### config.mk
export PLATFORM = sky130hd
export DESIGN_NAME = fpsa_ctrl
export DESIGN_NICKNAME = d
export VERILOG_FILES = /design/src/rtl/core/fpsa_pkg.sv /design/src/rtl/core/fpsa_ctrl.sv
export SDC_FILE = /design/constraint.sdc
export NUM_CORES = 1
export LEC_CHECK = 0
export ABC_AREA = 1
export ABC_CLOCK_PERIOD_IN_PS = 2900
export BUFFER_PORTS_ARGS = -buffer_cell sky130_fd_sc_hd__buf_2
export CAP_MARGIN = 20
export CORE_AREA = 2 2 39 41
export DETAILED_ROUTE_END_ITERATION = 10
export DIE_AREA = 0 0 41 43
export GPL_ROUTABILITY_DRIVEN = 0
export PLACE_DENSITY = 0.32
export SLEW_MARGIN = 20
export SYNTH_ARGS = -nofsm -noshare
export SYNTH_HDL_FRONTEND = slang
export SYNTH_SLANG_ARGS = --single-unit
### constraint.sdc
create_clock -name clk -period 2.9 [get_ports clk]
set_clock_uncertainty 0.1 [all_clocks]
set_input_delay 0.145 -clock clk [delete_from_list [all_inputs] [get_ports clk]]
set_output_delay 0.145 -clock clk [all_outputs]
set_load 0.05 [all_outputs]
### src/rtl/core/fpsa_pkg.sv
// Package: constants, codes and control types of the free page stack allocator
package fpsa_pkg;

  localparam int PAGE_BITS = 12;
  localparam int MAX_PAGES = 4096;

  localparam int ADDR_W  = 32;
  localparam int PN_W    = ADDR_W - PAGE_BITS;       // page number width
  localparam int IDX_W   = $clog2(MAX_PAGES);        // stack index width
  localparam int CNT_W   = $clog2(MAX_PAGES + 1);    // stack count width
  localparam int FIRST_W = ADDR_W + 1 - PAGE_BITS;   // rounded first page, no wrap
  localparam int FC_W    = 13;                       // free_count field width
  localparam int CFG_IDX_W = 1;

  localparam logic [1:0] KIND_FREE  = 2'd0;
  localparam logic [1:0] KIND_ALLOC = 2'd1;
  localparam logic [1:0] KIND_INIT  = 2'd2;

  localparam logic [1:0] STS_OK    = 2'd0;
  localparam logic [1:0] STS_EMPTY = 2'd1;
  localparam logic [1:0] STS_BAD   = 2'd2;
  localparam logic [1:0] STS_OVF   = 2'd3;

  localparam logic [CFG_IDX_W-1:0] REG_REGION_START = 1'd0;
  localparam logic [CFG_IDX_W-1:0] REG_REGION_END   = 1'd1;

  typedef enum logic [1:0] {
    ST_IDLE,
    ST_FILL,
    ST_RESP
  } state_t;

  typedef struct packed {
    logic start;      // input word accepted this cycle
    logic fill_step;  // write one init entry
    logic load_out;   // move the result into the output register
  } ctrl_cmd_t;

  typedef struct packed {
    logic init_req;   // the offered word is an init
    logic fill_done;  // no init entries left to write
    logic out_busy;   // output register full and not taken
  } dp_sts_t;

endpackage

### src/rtl/core/fpsa_ctrl.sv
// Controller state machine: accept, init fill sweep, result hand-off
module fpsa_ctrl (
  input  logic                clk,
  input  logic                rst_n,
  input  logic                in_valid,
  output logic                in_ready,
  input  fpsa_pkg::dp_sts_t   sts,
  output fpsa_pkg::ctrl_cmd_t cmd
);

  fpsa_pkg::state_t state_r, state_nxt;

  always_ff @(posedge clk) begin
    if (!rst_n) begin
      state_r <= fpsa_pkg::ST_IDLE;
    end else begin
      state_r <= state_nxt;
    end
  end

  always_comb begin
    state_nxt = state_r;
    cmd       = '0;
    in_ready  = 1'b0;
    case (state_r)
      fpsa_pkg::ST_IDLE: begin
        in_ready = 1'b1;
        if (in_valid) begin
          cmd.start = 1'b1;
          state_nxt = sts.init_req ? fpsa_pkg::ST_FILL : fpsa_pkg::ST_RESP;
        end
      end
      fpsa_pkg::ST_FILL: begin
        cmd.fill_step = 1'b1;
        if (sts.fill_done) begin
          state_nxt = fpsa_pkg::ST_RESP;
        end
      end
      fpsa_pkg::ST_RESP: begin
        if (!sts.out_busy) begin
          cmd.load_out = 1'b1;
          state_nxt    = fpsa_pkg::ST_IDLE;
        end
      end
      default: begin
        state_nxt = fpsa_pkg::ST_IDLE;
      end
    endcase
  end

endmodule

==> results of run 1 <==
metal layers:
metal	vias up	global-route usage, %	wire length (um)
li1	96	-	-
met1	74	5.73	168
met2	7	5.94	146
met3	0	4.71	43
met4	0	2.00	0
met5	-	0	0
layout make-up:
cell class              instances  area [um^2]  share of cell area (%)
clock buffers                   3         22.5                    9.78
multi-input cells              16         83.8                    36.4
repair buffers                  9         45.0                    19.6
well taps                      16         20.0                    8.70
flip-flops and latches          2         40.0                    17.4
inverters                       5         18.8                    8.15
through the flow:
stage          cells  cell area [um^2]  util, %  setup WS [ps]
2_1_floorplan     23               143        -           1050
3_3_place_gp      48               208     15.0           1760
3_5_place_dp      48               208     15.0           1770
4_1_cts           51               230     16.6           1520
5_1_grt           51               230     16.6           1390
6_report          51               230     16.6           1530
worst min path at each step:
stage          startpoint         end  cells after the start  slack (ps)
2_1_floorplan       rst_n  state_r[0]                      2         180
3_3_place_gp        rst_n  state_r[0]                      3         300
3_5_place_dp        rst_n  state_r[0]                      3         310
4_1_cts             rst_n  state_r[0]                      3          80
5_1_grt             rst_n  state_r[1]                      3          80
6_report            rst_n  state_r[0]                      3          80
cells in the final DEF (no fill, tap or decap):
cell type,netlist,final
nand3b_1,1,1
nand3_2,1,1
nand2_2,1,1
nor2_1,4,4
inv_2,2,2
a21oi_1,1,1
nand3_1,2,2
buf_2,0,9
nor3_1,1,1
o21ai_0,1,1
dfxtp_1,2,2
nand2_1,2,2
inv_1,3,3
nor2_2,2,2
clkbuf_4,0,3
critical path, stage by stage (launching register included):
cell	delay (ps)
dfxtp_1	340
nor2_2	150
inv_1	70
nor2_1	80
buf_2	260
synthesized netlist by cell type:
master    instances  share of area [%]
nand3_1           2                7.0
nor2_1            4                 11
nand2_1           2                5.3
nor2_2            2                8.8
inv_1             3                7.9
nand3b_1          1                5.3
nand3_2           1                7.0
inv_2             2                5.3
nor3_1            1                3.5
o21ai_0           1                3.5
a21oi_1           1                3.5
nand2_2           1                4.4
dfxtp_1           2                 28
power breakdown:
group,internal [uW],switching [uW],leakage [uW]
Clock,45.5,14.3,0.0000138
Combinational,24.2,68.2,0.0000968
Sequential,33.2,7.18,0.0000166
kinds of logic (layout without fill, tap and decap cells):
kind of cell,count (synthesis),in the layout
AOI/OAI and AO/OA,2,2
buffers and inverters,5,17
DFF,2,2
and+or+nand+nor,14,14
==> summary.md, run 1 <==
| Metric | Value |
|---|---|
| Leakage power | 0.000127 uW |
| Complex-gate fraction of the synthesized area | 7.02% |
| # DRC | 0 |
| RSZ-0062 raised after global routing | false |
| Post-cts hold buffer count | 0 |
| Multiplexer area fraction after synthesis | 0% |
| Pwr Density | 837 nW/um^2 |
| Hold Vio Cnt, Final | 0 |
| Worst endpoint data arrival time | approximately 1100 ps |
| Adder-Cell Fraction of Synth Area | 0% |
| Netlist Area Pre-Place | 143 um^2 |
| Clock Latency Late Sink | about 220 ps |
| CTS tree | done |
| Final cycle utilization of the critical path | 47.1% |
| Flop2flop setup slack | between 1500 and 2000 ps |
| Synth Instances | 23 |
| PortBufs | 9 |
| Hold slack | roughly 83 ps |
| Status | completed |
| CTS Buf Count | 3 |
| TritonCTS Sinks | 2 |
| Register area share after synthesis | 28.1% |
| Drt first pass iters | 4 |
| Die Height | roughly 43 um |
| Crit Path Category | reg -> out |
| Antenna violations before repair | 0 |
| Largest registers | state_r (2) |
| H-tree levels | 1 |
| Fin Setup TNS | 0 ps |
| FMAX | ~730 MHz |
| Worst setup SP type | flip-flop |
| Biggest register | state_r |
| Die Width | 41 um |
| Layout net count | 43 |
| Hold Path Class | in -> reg |
| Largest net degree at the start of global routing | 6 |
| XOR/XNOR share of the synthesized area | 0% |
| Post-CTS setup buffers | 0 |
| Required time of the critical path | around 2700 ps |
| Max FFs per register | 2 |
| Die Area | around 1800 um^2 |
| Critical path origin | state_r[0] |
| Seq cells post-synth | 2 |
| Initial drt markers | 2 |
| Critical Path End Type | output pin |
| Critical R2R Launch | state_r[0] |
| Avg Cell Area, Syn | around 6.2 um^2 |
| Max-Cap Viols | 0 |
| Via density | between 3 and 4 |
| Number of placed I/O pins | 10 |
| Max-slew headroom | between 80% and 90% |
| Cell Rows | 14 |
| Setup-failing EPs final | 0 |
| Final Power | slightly below 200 uW |
| Min Tclk post-route | around 1400 ps |
| DRT antenna net count | 0 |
| Slew Viols, Final | 0 |
| Simple logic cell fraction of the synthesized area | between 50% and 60% |
| Initial Util | between 10% and 20% |
| VDD IR max | about 0.00013 V |
| Ant diodes | 0 |
| R2R Path End | state_r[0] |
| Vias in the first global route | roughly 160 |
| Syn nets | 29 |
| First-pass GRT wire length | ~560 um |
| CTS clk-pin slew, worst paths | approximately 30 ps |
| Setup crit end | cmd[2] |
| R2R cell count | 5 |
| Synth warn | 0 |
| Post-CTS sizing | 0 |
| Fillcell total | approximately 160 |
| Layout area overhead | 61.4% |
| Total number of vias | ~180 |
| CP Max Fanout | 5 |
| Proportion of layout cells with a drive suffix above 1 | slightly above 50% |
| Clock Tree Root | clkbuf_4 |
| Max clock buf depth | 2 |
| Placeable Area | about 1400 um^2 |
| Synth cell types | 13 |
| Main combinational cell family by area after synthesis | simple AND/OR/NAND/NOR gates |
| Measured slew at the worst slew-check pin | 249 ps |
| Gr usage total | a little under 5% |
| Total gr overflow | 0 |
| Routed WL | between 300 and 400 um |
| DP HPWL | about 310 um |
| Post-DR wirelength/cell | 7.00 um |
Power figures use the tool's default switching activity.
==> run 2: changes to the inputs <==
--- a/config.mk
+++ b/config.mk
@@ -6,14 +6,14 @@
 export NUM_CORES = 1
 export LEC_CHECK = 0
 export ABC_AREA = 1
-export ABC_CLOCK_PERIOD_IN_PS = 2900
+export ABC_CLOCK_PERIOD_IN_PS = 1200
 export BUFFER_PORTS_ARGS = -buffer_cell sky130_fd_sc_hd__buf_2
 export CAP_MARGIN = 20
 export CORE_AREA = 2 2 39 41
 export DETAILED_ROUTE_END_ITERATION = 10
 export DIE_AREA = 0 0 41 43
 export GPL_ROUTABILITY_DRIVEN = 0
-export PLACE_DENSITY = 0.32
+export PLACE_DENSITY = 0.33
 export SLEW_MARGIN = 20
 export SYNTH_ARGS = -nofsm -noshare
 export SYNTH_HDL_FRONTEND = slang
==> constraint.sdc (replaced) <==
create_clock -name clk -period 1.2 [get_ports clk]
set_clock_uncertainty 0.1 [all_clocks]
set_input_delay 0.06 -clock clk [delete_from_list [all_inputs] [get_ports clk]]
set_output_delay 0.06 -clock clk [all_outputs]
set_load 0.05 [all_outputs]
==> run 2 against run 1 <==
Non-clock buffer count is 1 higher. Largest cell class unchanged. Global-route usage increased by 0.41 points. Count of clock-buffer cells in the layout increased by 1. Largest power group unchanged. Sequential share of layout area decreased by 1.9 points. Highest routed layer unchanged. First-iteration DRC count up 50%. Cell area grew 27%.
==> summary.md, run 2 (synthesized netlist as in run 1, its figures left out) <==
| Metric | Value |
|---|---|
| Status | completed |
| Total number of vias | 181 (+2.3%) |
| Hold-critical path depth | 3 (unchanged) |
| Pwr Density | 1880 nW/um^2 (+120%) |
| Multi-input gate area | 110 um^2 (+31%) |
| Fillcell total | 164 (unchanged) |
| Critical Path End Type | output pin |
| Number of placed I/O pins | 10 (unchanged) |
| Post-DR wirelength/cell | 7.21 um (+3.0%) |
| Max clock buf depth | 2 (unchanged) |
| CP Max Fanout | 5 (unchanged) |
| Biggest register | state_r |
| Flop2flop setup slack | 140 ps (-1730 ps) |
| Largest net degree at the start of global routing | 6 (unchanged) |
| Ant diodes | 0 (unchanged) |
| CTS Buf Count | 3 (unchanged) |
| R2R cell count | 5 (unchanged) |
| Final cycle utilization of the critical path | 97.0% |
| Layout net count | 44 (+2.3%) |
| Crit Path Category | reg -> out |
| Critical path origin | state_r[0] |
| TritonCTS Sinks | 2 (unchanged) |
| Leakage power | 0.000140 uW (+9.9%) |
| Antenna violations before repair | 0 (unchanged) |
| CTS clk-pin slew, worst paths | 40 ps (about the same) |
| RSZ-0062 raised after global routing | true |
| Total gr overflow | 0 (unchanged) |
| Hold path startpoint | sts[0] |
| Clock Latency Late Sink | 230 ps (about the same) |
| Placed inst area | 238 um^2 (+14%) |
| Critical R2R Launch | state_r[1] |
| Hold Path Class | in -> reg |
| Max-slew headroom | 83.5% (about the same) |
| Worst endpoint data arrival time | 1000 ps (-120 ps) |
| DRT antenna net count | 0 (unchanged) |
| DP HPWL | 336 um (+9.8%) |
| FF+latch area | 45.0 um^2 (+12%) |
| Hold Vio Cnt, Final | 0 (unchanged) |
| Design area | 292 um^2 (+27%) |
| VDD IR max | 0.000359 V (+170%) |
| Die Height | 43 um (unchanged) |
| PortBufs | 9 (unchanged) |
| Gr usage total | 5.31% (+0.41 points) |
| Placeable Area | 1380 um^2 (unchanged) |
| Max FFs per register | 2 (unchanged) |
| Drt first pass iters | 4 (unchanged) |
| Initial drt markers | 3 (+1) |
| Via density | 3.42 (-1.6%) |
| Max-Cap Viols | 0 (unchanged) |
| Measured slew at the worst slew-check pin | 249 ps (+0.716 ps) |
| Routed WL | 382 um (+7.0%) |
| # DRC | 0 (unchanged) |
| Cell Rows | 14 (unchanged) |
| Die Width | 41 um (unchanged) |
| R2R Path End | state_r[0] |
| FMAX | about 860 MHz |
| Die Area | 1760 um^2 (unchanged) |
| Proportion of layout cells with a drive suffix above 1 | 64.9% (+13 points) |
| Worst setup SP type | flip-flop |
| Vias in the first global route | 168 (+7.7%) |
| CTS tree | done |
| Commonest non-fill, non-tap cells in the layout | buf_2, inv_2, clkbuf_4 |
| Required time of the critical path | 1040 ps (-1610 ps) |
| Layout area overhead | 104% |
| Setup-failing EPs final | 0 (unchanged) |
| Largest registers | state_r (2) |
| First-pass GRT wire length | 669 um (+20%) |
| Clock Tree Root | clkbuf_4 |
| Hold slack | 87.0 ps (+3.56 ps) |
| H-tree levels | 1 (unchanged) |
| Initial Util | 10.3% (unchanged) |
| Most common cell after layout, fill and taps aside | buf_2 |
| Hold endpoint | state_r[1] |
| Slew Viols, Final | 0 (unchanged) |
| Min Tclk post-route | roughly 1200 ps |
==> run 2: changes by cell type in the layout (fill, tap and decap cells not counted), moves of 2 or more <==
cell / previous run / this run
buf_2: 9 / 7
dfxtp_1: 2 / 0
nor2_1: 4 / 2
nor2_4: 0 / 2
==> run 2: timing repair <==
action | CTS | global route
hold buffers | 1 | 0
setup endpoints to repair | 2 | 3
pin swaps | 0 | 1
buffers inserted | 0 | 0
endpoints found under the hold margin | 2 | 0
resized for setup | 4 | 2
==> run 2: worst max-delay path by stage <==
stage | endpoint | slack, ps | cells after the start
after floorplan | cmd[2] | -4 | 3
after global placement | state_r[0] | 50 | 5
after detailed placement | state_r[0] | 40 | 5
after CTS | cmd[2] | 4 | 4
after global routing | cmd[2] | -10 | 4
final | cmd[2] | 40 | 4
==> run 2: critical path: stages (launching register included) <==
cell and delay, ps:
dfxtp_4 360, nor2_4 120, inv_2 60, nor2_4 90, buf_8 150
==> run 2: layout make-up <==
| type | instances | share of cell area, % |
|---|---|---|
| multi-input combinational | 16 | 37.8 |
| inverter | 5 | 6.44 |
| timing repair buffer | 10 | 24.5 |
| clock buffer | 4 | 9.01 |
| sequential | 2 | 15.5 |
| tap | 16 | 6.87 |
==> run 2: power breakdown <==
| group | total [uW] | internal (uW) | switching [uW] |
|---|---|---|---|
| clock network | 164 | 124 | 40.3 |
| registers | 112 | 85.2 | 26.4 |
| logic | 271 | 87.2 | 184 |
==> run 2: layer usage <==
metal	part of all wire [%]	vias up	routed length, um	track usage [%]
met5	0	-	0	0
met4	0	0	0	2.00
met3	7.9	0	30	1.57
met2	53	5	204	8.13
met1	38	78	147	6.71
li1	-	98	-	-
==> run 2: stage by stage <==
| step | std cells | setup WS [ps] | setup TNS (ps) | power [uW] | util, % |
|---|---|---|---|---|---|
| 2_1_floorplan | 23 | -3.84 | -3.84 | 312 | - |
| 3_3_place_gp | 48 | 50.3 | 0 | 364 | 17.2 |
| 3_5_place_dp | 48 | 42.5 | 0 | 365 | 17.2 |
| 4_1_cts | 53 | 3.90 | 0 | 547 | 20.5 |
| 5_1_grt | 53 | -10.1 | -10.1 | 587 | 21.1 |
| 6_report | 53 | 36.4 | 0 | 547 | 21.1 |
